==> src/rtl/kgrq_pkg.sv <==
// ----------------------------------------------------------------------------
// kgrq_pkg
// Shared constants, codes and controller/datapath bundles for the keypoint
// grid radius query block.
// ----------------------------------------------------------------------------
package kgrq_pkg;

  // default sizes
  localparam int GRID_COLS_DEF     = 64;
  localparam int GRID_ROWS_DEF     = 48;
  localparam int CELL_CAPACITY_DEF = 16;
  localparam int MAX_KEYPOINTS_DEF = 2048;
  localparam int MAX_HITS_DEF      = 64;

  // item kinds
  localparam logic [1:0] KIND_CLEAR  = 2'd0;
  localparam logic [1:0] KIND_INSERT = 2'd1;
  localparam logic [1:0] KIND_QUERY  = 2'd2;

  // insert status codes
  localparam logic [1:0] ST_STORED     = 2'd0;
  localparam logic [1:0] ST_OUTSIDE    = 2'd1;
  localparam logic [1:0] ST_CELL_FULL  = 2'd2;
  localparam logic [1:0] ST_STORE_FULL = 2'd3;

  // configuration register indexes
  localparam logic [1:0] REG_MIN_X = 2'd0;
  localparam logic [1:0] REG_MIN_Y = 2'd1;
  localparam logic [1:0] REG_W_INV = 2'd2;
  localparam logic [1:0] REG_H_INV = 2'd3;

  // configuration reset values
  localparam logic [15:0] MIN_RST = 16'd0;
  localparam logic [15:0] INV_RST = 16'd6554;

  // multiplier operand selection
  localparam logic [3:0] MUL_X  = 4'd0;
  localparam logic [3:0] MUL_Y  = 4'd1;
  localparam logic [3:0] MUL_X0 = 4'd2;
  localparam logic [3:0] MUL_X1 = 4'd3;
  localparam logic [3:0] MUL_Y0 = 4'd4;
  localparam logic [3:0] MUL_Y1 = 4'd5;
  localparam logic [3:0] MUL_DX = 4'd6;
  localparam logic [3:0] MUL_DY = 4'd7;
  localparam logic [3:0] MUL_R  = 4'd8;

  // product capture targets
  localparam logic [3:0] CAP_NONE = 4'd0;
  localparam logic [3:0] CAP_CX   = 4'd1;
  localparam logic [3:0] CAP_CY   = 4'd2;
  localparam logic [3:0] CAP_C0X  = 4'd3;
  localparam logic [3:0] CAP_C1X  = 4'd4;
  localparam logic [3:0] CAP_C0Y  = 4'd5;
  localparam logic [3:0] CAP_C1Y  = 4'd6;
  localparam logic [3:0] CAP_R2   = 4'd7;
  localparam logic [3:0] CAP_DX2  = 4'd8;

  // controller to datapath commands
  typedef struct packed {
    logic       load;
    logic [3:0] mul_sel;
    logic [3:0] cap;
    logic       store_wr;
    logic       fill_rd;
    logic       ins_file;
    logic       idx_bump;
    logic       ent_rd;
    logic       e_next;
    logic       cell_next;
    logic       walk_init;
    logic       hit;
    logic       set_trunc;
    logic       emit_ins;
    logic [1:0] ins_status;
    logic       emit_end;
    logic       clr_start;
    logic       clr_step;
  } kgrq_cmd_t;

  // datapath to controller status
  typedef struct packed {
    logic store_full;
    logic outside;
    logic cell_full;
    logic range_empty;
    logic ent_more;
    logic lvl_ok;
    logic in_radius;
    logic hits_full;
    logic walk_done;
    logic clr_done;
  } kgrq_stat_t;

endpackage

==> src/rtl/kgrq_ctrl.sv <==
// ----------------------------------------------------------------------------
// kgrq_ctrl
// Sequencer for clear, insert and radius query items.
// ----------------------------------------------------------------------------
module kgrq_ctrl (
  input  logic                 clk,
  input  logic                 rst,
  input  logic                 start,
  input  logic [1:0]           kind,
  input  kgrq_pkg::kgrq_stat_t stat,
  output kgrq_pkg::kgrq_cmd_t  cmd,
  output logic                 busy
);

  localparam logic [4:0] S_IDLE    = 5'd0;
  localparam logic [4:0] S_CLR     = 5'd1;
  localparam logic [4:0] S_INS_CHK = 5'd2;
  localparam logic [4:0] S_INS_MY  = 5'd3;
  localparam logic [4:0] S_INS_CY  = 5'd4;
  localparam logic [4:0] S_INS_RF  = 5'd5;
  localparam logic [4:0] S_INS_WF  = 5'd6;
  localparam logic [4:0] S_Q_M0    = 5'd7;
  localparam logic [4:0] S_Q_M1    = 5'd8;
  localparam logic [4:0] S_Q_M2    = 5'd9;
  localparam logic [4:0] S_Q_M3    = 5'd10;
  localparam logic [4:0] S_Q_M4    = 5'd11;
  localparam logic [4:0] S_Q_M5    = 5'd12;
  localparam logic [4:0] S_Q_RNG   = 5'd13;
  localparam logic [4:0] S_Q_CELL  = 5'd14;
  localparam logic [4:0] S_Q_ENT   = 5'd15;
  localparam logic [4:0] S_Q_KEY   = 5'd16;
  localparam logic [4:0] S_Q_ST    = 5'd17;
  localparam logic [4:0] S_Q_DX    = 5'd18;
  localparam logic [4:0] S_Q_CMP   = 5'd19;
  localparam logic [4:0] S_Q_END   = 5'd20;

  logic [4:0] state, state_next;

  // state register, reset starts the fill clearing sweep
  always_ff @(posedge clk) begin
    if (rst) begin
      state <= S_CLR;
    end else begin
      state <= state_next;
    end
  end

  assign busy = (state != S_IDLE);

  // next state and commands
  always_comb begin
    state_next = state;
    cmd        = '0;
    unique case (state)
      S_IDLE: begin
        if (start) begin
          cmd.load = 1'b1;
          case (kind)
            kgrq_pkg::KIND_CLEAR: begin
              cmd.clr_start = 1'b1;
              state_next    = S_CLR;
            end
            kgrq_pkg::KIND_INSERT: state_next = S_INS_CHK;
            kgrq_pkg::KIND_QUERY:  state_next = S_Q_M0;
            default: ;
          endcase
        end
      end
      S_CLR: begin
        cmd.clr_step = 1'b1;
        if (stat.clr_done) begin
          state_next = S_IDLE;
        end
      end
      S_INS_CHK: begin
        cmd.mul_sel = kgrq_pkg::MUL_X;
        if (stat.store_full) begin
          cmd.emit_ins   = 1'b1;
          cmd.ins_status = kgrq_pkg::ST_STORE_FULL;
          state_next     = S_IDLE;
        end else begin
          cmd.store_wr = 1'b1;
          state_next   = S_INS_MY;
        end
      end
      S_INS_MY: begin
        cmd.cap     = kgrq_pkg::CAP_CX;
        cmd.mul_sel = kgrq_pkg::MUL_Y;
        state_next  = S_INS_CY;
      end
      S_INS_CY: begin
        cmd.cap    = kgrq_pkg::CAP_CY;
        state_next = S_INS_RF;
      end
      S_INS_RF: begin
        if (stat.outside) begin
          cmd.emit_ins   = 1'b1;
          cmd.ins_status = kgrq_pkg::ST_OUTSIDE;
          cmd.idx_bump   = 1'b1;
          state_next     = S_IDLE;
        end else begin
          cmd.fill_rd = 1'b1;
          state_next  = S_INS_WF;
        end
      end
      S_INS_WF: begin
        cmd.emit_ins = 1'b1;
        cmd.idx_bump = 1'b1;
        if (stat.cell_full) begin
          cmd.ins_status = kgrq_pkg::ST_CELL_FULL;
        end else begin
          cmd.ins_status = kgrq_pkg::ST_STORED;
          cmd.ins_file   = 1'b1;
        end
        state_next = S_IDLE;
      end
      S_Q_M0: begin
        cmd.mul_sel = kgrq_pkg::MUL_X0;
        state_next  = S_Q_M1;
      end
      S_Q_M1: begin
        cmd.cap     = kgrq_pkg::CAP_C0X;
        cmd.mul_sel = kgrq_pkg::MUL_X1;
        state_next  = S_Q_M2;
      end
      S_Q_M2: begin
        cmd.cap     = kgrq_pkg::CAP_C1X;
        cmd.mul_sel = kgrq_pkg::MUL_Y0;
        state_next  = S_Q_M3;
      end
      S_Q_M3: begin
        cmd.cap     = kgrq_pkg::CAP_C0Y;
        cmd.mul_sel = kgrq_pkg::MUL_Y1;
        state_next  = S_Q_M4;
      end
      S_Q_M4: begin
        cmd.cap     = kgrq_pkg::CAP_C1Y;
        cmd.mul_sel = kgrq_pkg::MUL_R;
        state_next  = S_Q_M5;
      end
      S_Q_M5: begin
        cmd.cap       = kgrq_pkg::CAP_R2;
        cmd.walk_init = 1'b1;
        state_next    = S_Q_RNG;
      end
      S_Q_RNG: begin
        state_next = stat.range_empty ? S_Q_END : S_Q_CELL;
      end
      S_Q_CELL: begin
        cmd.fill_rd = 1'b1;
        state_next  = S_Q_ENT;
      end
      S_Q_ENT: begin
        if (stat.ent_more) begin
          cmd.ent_rd = 1'b1;
          state_next = S_Q_KEY;
        end else if (stat.walk_done) begin
          state_next = S_Q_END;
        end else begin
          cmd.cell_next = 1'b1;
          state_next    = S_Q_CELL;
        end
      end
      S_Q_KEY: begin
        state_next = S_Q_ST;
      end
      S_Q_ST: begin
        if (stat.lvl_ok) begin
          cmd.mul_sel = kgrq_pkg::MUL_DX;
          state_next  = S_Q_DX;
        end else begin
          cmd.e_next = 1'b1;
          state_next = S_Q_ENT;
        end
      end
      S_Q_DX: begin
        cmd.cap     = kgrq_pkg::CAP_DX2;
        cmd.mul_sel = kgrq_pkg::MUL_DY;
        state_next  = S_Q_CMP;
      end
      S_Q_CMP: begin
        if (stat.in_radius && stat.hits_full) begin
          cmd.set_trunc = 1'b1;
          state_next    = S_Q_END;
        end else begin
          cmd.hit    = stat.in_radius;
          cmd.e_next = 1'b1;
          state_next = S_Q_ENT;
        end
      end
      S_Q_END: begin
        cmd.emit_end = 1'b1;
        state_next   = S_IDLE;
      end
      default: state_next = S_IDLE;
    endcase
  end

endmodule

==> config.mk <==
export PLATFORM = sky130hd
export DESIGN_NAME = kgrq_ctrl
export DESIGN_NICKNAME = d
export VERILOG_FILES = /design/src/rtl/kgrq_pkg.sv /design/src/rtl/kgrq_ctrl.sv
export SDC_FILE = /design/constraint.sdc
export NUM_CORES = 1
export LEC_CHECK = 0
export CORE_MARGIN = 5
export CORE_UTILIZATION = 45
export DETAILED_ROUTE_END_ITERATION = 6
export DONT_BUFFER_PORTS = 1
export PLACE_DENSITY = 0.56
export SYNTH_ARGS = -nofsm -noshare
export SYNTH_HDL_FRONTEND = slang
export SYNTH_SLANG_ARGS = --single-unit
export TNS_END_PERCENT = 10
==> constraint.sdc <==
create_clock -name clk -period 2.6 [get_ports clk]
set_input_delay 0.26 -clock clk [delete_from_list [all_inputs] [get_ports clk]]
set_output_delay 0.26 -clock clk [all_outputs]
set_load 0.02 [all_outputs]
; ---- Yosys cells after proc, flatten, opt, wreduce, memory -nomap -nowiden
; Index checks and enable logic that the tools add are counted.
[word_totals]
regBits = 5
in_bits = 15
out_inout_bits = 26
elab_cells = 76
[op_classes]
eq_ne = 25
muxes = 45
reduce_logical = 5
[ops]
columns = cell, n
row1 = case mux 5 bit (19 select lines), 1
row2 = case mux 4 bit (8 select lines), 2
row3 = equality test 5 x 4 -> 1 bit (second input constant), 8
row4 = 2-to-1 mux 5 bit, 7
row5 = equality test 5 bit (second input constant), 5
row6 = 2-to-1 mux 1 bit, 23
row7 = equality test 5 x 3 -> 1 bit (second input constant), 4
row8 = case mux 5 bit (3 select lines), 1
row9 = 2-to-1 mux 3 bit, 4
row10 = equality test 5 x 2 -> 1 bit (second input constant), 2
row11 = case mux 3 bit (3 select lines), 1
row12 = 2-to-1 mux 2 bit, 3
row13 = case mux 1 bit (2 select lines), 3
row14 = equality test 5 x 1 -> 1 bit (second input constant), 1
row15 = zero test 5 bit, 1
row16 = nonzero test 5 bit, 1
row17 = inequality test 2 bit (second input constant), 2
row18 = inequality test 4 x 1 -> 1 bit (second input constant), 1
row19 = AND reduction 3 bit, 1
row20 = equality test 2 x 1 -> 1 bit (second input constant), 1
row21 = equality test 2 bit (second input constant), 1
row22 = zero test 2 bit, 1
row23 = logical AND 1 bit, 1

; ---- Longest topological paths before layout
; Gate-level depths: netlist of run 1.
[logic_depth]
ltp_word = 4
depth_mapped = 6
mapped_depth_nobuf = 6

; ---- Worst setup path after synthesis of run 1
; Ideal clock, no wire load.
[synth_path]
path_kind = reg2out
startpoint = register state[3]
endpoint = output cmd[9] (netlist name)
t_arrival_ns = 1.407
required_ns = 2.340
slack_ns = 0.933
path_stages_with_launch = 4
n_path_buf = 1
path_cell_list = dfxtp_1 > buf_6 > nand3b_1 > nor4_1
[synth_lines]
columns = item, line_no
row1 = start: declaration, kgrq_ctrl.sv:37  ; logic [4:0] state, state_next;
row2 = start signal: assignment, kgrq_ctrl.sv:44  ; state <= state_next;
row3 = end: declaration, kgrq_ctrl.sv:11  ; output kgrq_pkg::kgrq_cmd_t cmd,

==> impl_results.md, run 1 <==
* Fillers at ~230
* Hold Crit Class: input port to flip-flop
* Synth top area share at a little over a tenth
* Number of H-tree levels at 1
* Placed Instances at 167
* Clock power frac at roughly 37%
* Fin Setup TNS at 0 ns
* FP Rows at 16
* Setup-failing EPs final at 0
* Final Wtd Congestion at between 0.9 and 1
* CP max FO at 18
* Tmin final at around 2.2 ns
* Yosys reg bits at 5
* RSZ-0062 raised after global routing: false
* IO Port Bufs at 0
* Gr ovfl total at 0
* Mapped Cells at approximately 140
* Synth Area per Inst at approximately 6.9 um^2
* Yosys cell types at slightly below 50
* DR iter-0 viols at 45
* Hold WS at ~0.1 ns
* Antenna-violating nets left at 0
* Register area share after synthesis at a little over a tenth
* Critical Path Start Type: flip-flop
* Internal at between 150 and 200 uW
* Buf/Inv on CP at 0
* Sw power at 83.3 uW
* Worst Tran Pin Value at 0.740 ns
* Hold buffer count at CTS at 0
* Clk Latency, worst-skew pair at roughly 0.25 ns
* Initial antenna violation count at 0
* CP max-delay cell: dfxtp_1
* DRT Pass-1 Iters at 4
* Final Max Slew Viols at 0
* Met2 Use GR at slightly below 30%
* Grt met1 use at roughly a quarter
* Syn. warnings at 0
* First-pass GRT wire length at 4.70 mm
* # DRC at 0
* Flop pwr share at a little over a third
* Routed Wire Length at roughly 2.8 mm
* Clock-pin slew on the worst setup and hold paths at roughly 0.04 ns
* P_leak at between 0.4 and 0.5 nW
* GRT met3 Usage at under 10%
* Initial Util at 47.6%
* Asr flop ratio synth at 0%
* Largest net degree at the start of global routing at 23
* Die width at roughly 56 um
* Clk_skew at between 0.002 and 0.0025 ns
* Total track usage at a little under a fifth
* CTS max path bufs at 2
* Clock sink count at 5
* MaxCap Viol Count at 0
* Top reg by flops: state
* Io pins at 41
* WS Path Type: flip-flop to output pin
* Sw frac at roughly 34%
* Mapped Area at around 930 um^2
* Largest register FFs at 5
* Die footprint at a little over 3000 um^2
* Finished Layout Cells at around 170
* DR WL/cell at around 16 um
* Synth area leaders: dfxtp_1, nor2_1, nor3_1, ha_1, nand2_1
* Commonest non-fill, non-tap cell in the layout: buf_4
* CTS tree: built
* Routed via count at around 1100
* Top cell type by total area after synthesis: dfxtp_1
* Clock root cell: clkbuf_4
* CP peak stage delay at roughly 0.71 ns
* Vias in the first global route at about 1000
* Synth-to-layout area growth at 10.3%
* Final period utilization at a little under 90%
* Diodes inserted at 0
* Relative max-transition margin at a little over 50%
* Number of vias per cell at a little over 6
* Number of synthesized flops with an enable pin at 0
* Crit path cell chain: nor2b_2 > a21o_1 > a31oi_1 > o22ai_1
* Req. time, crit path at 2.34 ns
* Syn_nets at between 150 and 200
* Cell area power density at roughly 240 nW/um^2
* Post-layout util at roughly 52%
* Final nets at roughly 160
* Worst EP arrival at 1.99 ns
* Most frequent cells in the layout: buf_4, nor2_1, nand2_1
* Max frequency at ~0.44 GHz
* Resized Gates After CTS at 0
* Largest regs: state: 5 flops
* Hold Vio Cnt, Final at 0
* Core outline area at between 1500 and 2000 um^2
* Post-CTS setup buffers at 0
* Crit. End Element: output pin
* Combinational share of power at 27.8%
* Hpwl dp at approximately 2.1 mm
* Die height at roughly 56 um
* Global routing's busiest layer: met2
* Worst path top cell family by delay: flip-flops
* VDD IR max at 0.000156 V
* Main synth FF type: dfxtp_1
* Status: finished, final reports clean
* Share of cells above drive strength 1 at approximately a fifth
* CTS buffer count at 3
synth_stat cells (3+ instances only):
library cell and count:
nor2_1 11, nand2_1 10, inv_1 9, nor3_1 8, o21ai_0 7, nand3_1 6
a31oi_1 5, dfxtp_1 5, nand2b_1 5, o21ai_1 5, buf_2 4, a21oi_1 3
buf_6 3, ha_1 3, nor4_1 3
area by class of cell:
cell class | instances | area [um^2] | share of cell area (%)
Clock buffer | 4 | 26.3 | 2.55
Multi-Input combinational cell | 111 | 723 | 70.2
Timing Repair Buffer | 15 | 113 | 10.9
Sequential cell | 5 | 100 | 9.72
Inverter | 9 | 33.8 | 3.28
Tap cell | 27 | 33.8 | 3.28
power by group through the flow:
stage	clock network (mW)	registers, mW	logic [mW]
floorplan	0	0.0812	0.0603
global placement	0	0.0877	0.0679
detailed placement	0	0.0880	0.0686
CTS	0.0946	0.0867	0.0689
global route	0.100	0.0871	0.0768
finish	0.0924	0.0867	0.0690
final timing paths:
kind / start / cells past startpoint / end / slack (ns)
max: state[1] / 4 / cmd[21] / 0.35
min: rst / 1 / state[4] / 0.1
max reg2reg: state[4] / 4 / state[0] / 0.70
min reg2reg: state[0] / 2 / state[2] / 0.78
kinds of logic after synthesis:
kind of cell / after synthesis / synth area share, %
mux: 2 / 2.28
fa+ha+maj: 3 / 4.02
simple gates: 64 / 40.5
compound gates: 42 / 30.7
buf+inv: 20 / 11.8
flops: 5 / 10.7
stage by stage:
stage	instance area [um^2]	power, mW	worst slack [ns]
after floorplan	933	0.142	0.933
after global placement	1000	0.156	0.687
after detailed placement	1000	0.157	0.617
after CTS	1030	0.250	0.351
after global routing	1030	0.264	0.220
final	1030	0.248	0.351
per-layer routing:
metal | part of all wire [%] | vias up
met5 | 0 | -
met4 | 1.4 | 0
met2 | 46 | 52
met3 | 9.8 | 5
li1 | - | 518
met1 | 43 | 491
worst register-to-register path: cells and delay by family (launching register included):
family             cells  cell delay (ns)
DFF                    1             0.79
AOI/OAI and AO/OA      3             0.65
and+or+nand+nor        1             0.40
Power figures use the tool's default switching activity.
==> inputs of run 2 (changes only) <==
REMOVE_ABC_BUFFERS = 1   (was unset)
TNS_END_PERCENT = unset   (was 10)
==> run 2 against run 1 <==
Effect of this change:
- global-route usage down 1.7 points
- clock power up 4.2%
- combinational power up 2%
- via count down 5.8%
- maximum frequency about the same
- design area down 3.6%
- first-iteration DRC count down 56%
- critical path depth unchanged
- critical endpoint is now cmd[5]
==> impl_results.md, run 2 (same netlist as run 1, synthesis figures left out) <==
* Crit. End Element: output pin
* Final Max Slew Viols at 0 (unchanged)
* # DRC at 0 (unchanged)
* Cell area power density at 250 nW/um^2 (+3.7%)
* Hold Vio Cnt, Final at 0 (unchanged)
* Largest regs: state: 5 flops
* Initial antenna violation count at 0 (unchanged)
* Clk_skew at 0.00298 ns (+0.000932 ns)
* CTS max path bufs at 2 (unchanged)
* Die footprint at 3090 um^2 (unchanged)
* Gr ovfl total at 0 (unchanged)
* Status: finished, final reports clean
* Number of vias per cell at 6.05 (-3.0%)
* Commonest non-fill, non-tap cell in the layout: nor2_1
* Resized Gates After CTS at 0 (unchanged)
* Routed Wire Length at 2.67 mm (-4.3%)
* CTS tree: built
* Clock-pin slew on the worst setup and hold paths at 0.05 ns (about the same)
* Tmin final at 2.25 ns (-0.000221 ns)
* CP max-delay cell: nor2b_1
* IO Port Bufs at 0 (unchanged)
* Fin Setup TNS at 0 ns (unchanged)
* RSZ-0062 raised after global routing: false
* P_leak at 0.403 nW (-6.0%)
* Most frequent cells in the layout: nor2_1, nand2_1, buf_4
* Global routing's busiest layer: met2
* Vias in the first global route at 941 (-4.8%)
* Antenna-violating nets left at 0 (unchanged)
* Largest register FFs at 5 (unchanged)
* Hold buffer count at CTS at 0 (unchanged)
* Relative max-transition margin at 52.0% (+1.5 points)
* WS Path Type: flip-flop to output pin
* MaxCap Viol Count at 0 (unchanged)
* Worst Tran Pin Value at 0.718 ns (-0.0219 ns)
* Clk Latency, worst-skew pair at 0.25 ns (about the same)
* Crit path cell chain: nor2b_1 > nand2_1 > a21oi_2 > a31o_1
* CTS buffer count at 3 (unchanged)
* Fin area at 992 um^2 (-3.6%)
* VDD IR max at 0.000177 V (+13%)
* Req. time, crit path at 2.34 ns (about the same)
* Final period utilization at 86.5% (about the same)
* Met2 Use GR at 28.0% (-0.84 points)
* GRT met3 Usage at 3.50% (+0.93 points)
* Final nets at 158 (-3.1%)
* Io pins at 41 (unchanged)
* Max frequency at 0.445 GHz (about the same)
* Clock sink count at 5 (unchanged)
* Core outline area at 1960 um^2 (unchanged)
* Hpwl dp at 2.10 mm (-0.53%)
* Critical Path Start Type: flip-flop
* Grt met1 use at 20.9% (-3.8 points)
* Diodes inserted at 0 (unchanged)
* DR WL/cell at 16.1 um (-1.5%)
* Post-CTS setup buffers at 0 (unchanged)
* Initial Util at 47.6% (unchanged)
* Hold Crit Class: input port to flip-flop
* Die width at 55.5 um (unchanged)
* CP max FO at 13 (-5)
* Final Wtd Congestion at 0.808 (-16%)
* Die height at 55.5 um (unchanged)
* FP Rows at 16 (unchanged)
* Share of cells above drive strength 1 at 16.5% (-2.9 points)
* Total track usage at 16.6% (-1.7 points)
* Routed via count at 1004 (-5.8%)
* Worst EP arrival at 1.99 ns (about the same)
* Top reg by flops: state
* Largest net degree at the start of global routing at 23 (unchanged)
* First-pass GRT wire length at 4.31 mm (-8.4%)
* Clock root cell: clkbuf_4
* DRT Pass-1 Iters at 4 (unchanged)
* Fillers at 234 (unchanged)
* Setup-failing EPs final at 0 (unchanged)
* Synth-to-layout area growth at 6.30%
* DR iter-0 viols at 20 (-56%)
* Dpl cell area at 966 um^2 (-3.7%)
* Number of H-tree levels at 1 (unchanged)
* CP peak stage delay at 0.54 ns (-0.17 ns)
==> run 2: cell types whose count changed in the layout (fill, tap and decap cells not counted) <==
cell / previous run / this run
buf_4: 15 / 10
==> run 2: per-layer routing <==
| layer | vias to the layer above | wire length, um |
|---|---|---|
| met5 | - | 0 |
| met4 | 0 | 19 |
| met3 | 2 | 158 |
| met2 | 37 | 1280 |
| met1 | 460 | 1210 |
| li1 | 505 | - |
==> run 2: final cells by class <==
class	instances	area, um^2	area share [%]
clock buffer	4	26.3	2.65
inverter	9	33.8	3.40
multi-input combinational	111	723	72.9
sequential	5	100	10.1
tap	27	33.8	3.40
timing repair buffer	10	75.1	7.57
==> run 2: worst paths after layout <==
| path | startpoint | to | slack, ns | depth (start not counted) |
|---|---|---|---|---|
| worst max-delay path | state[1] | cmd[5] | 0.35 | 4 |
| worst min-delay path | rst | state[4] | 0.07 | 1 |
| worst max register to register | state[4] | state[0] | 0.72 | 4 |
| worst min register to register | state[0] | state[2] | 0.76 | 3 |
==> run 2: through the flow <==
step	utilization (%)	hold WS (ns)	power, mW	setup WS (ns)	cells
after floorplan	-	0.329	0.137	0.641	125
after global placement	49.2	0.341	0.152	0.682	162
after detailed placement	49.2	0.337	0.153	0.619	162
after CTS	50.6	0.0723	0.248	0.345	166
after global routing	50.6	0.0738	0.261	0.219	166
final	50.6	0.0722	0.248	0.351	166
==> run 2: critical path: cells and delay by family, from the launching register on <==
family          cells  cell delay (ns)
compound gates      2             0.60
flops               1             0.42
simple gates        2             0.71
==> run 2: report_power, final <==
part | leakage [nW] | internal (mW) | switching [mW]
combinational | 0.347 | 0.0238 | 0.0469
sequential | 0.0406 | 0.0788 | 0.00223
clock | 0.0150 | 0.0584 | 0.0379
total | 0.403 | 0.161 | 0.0870
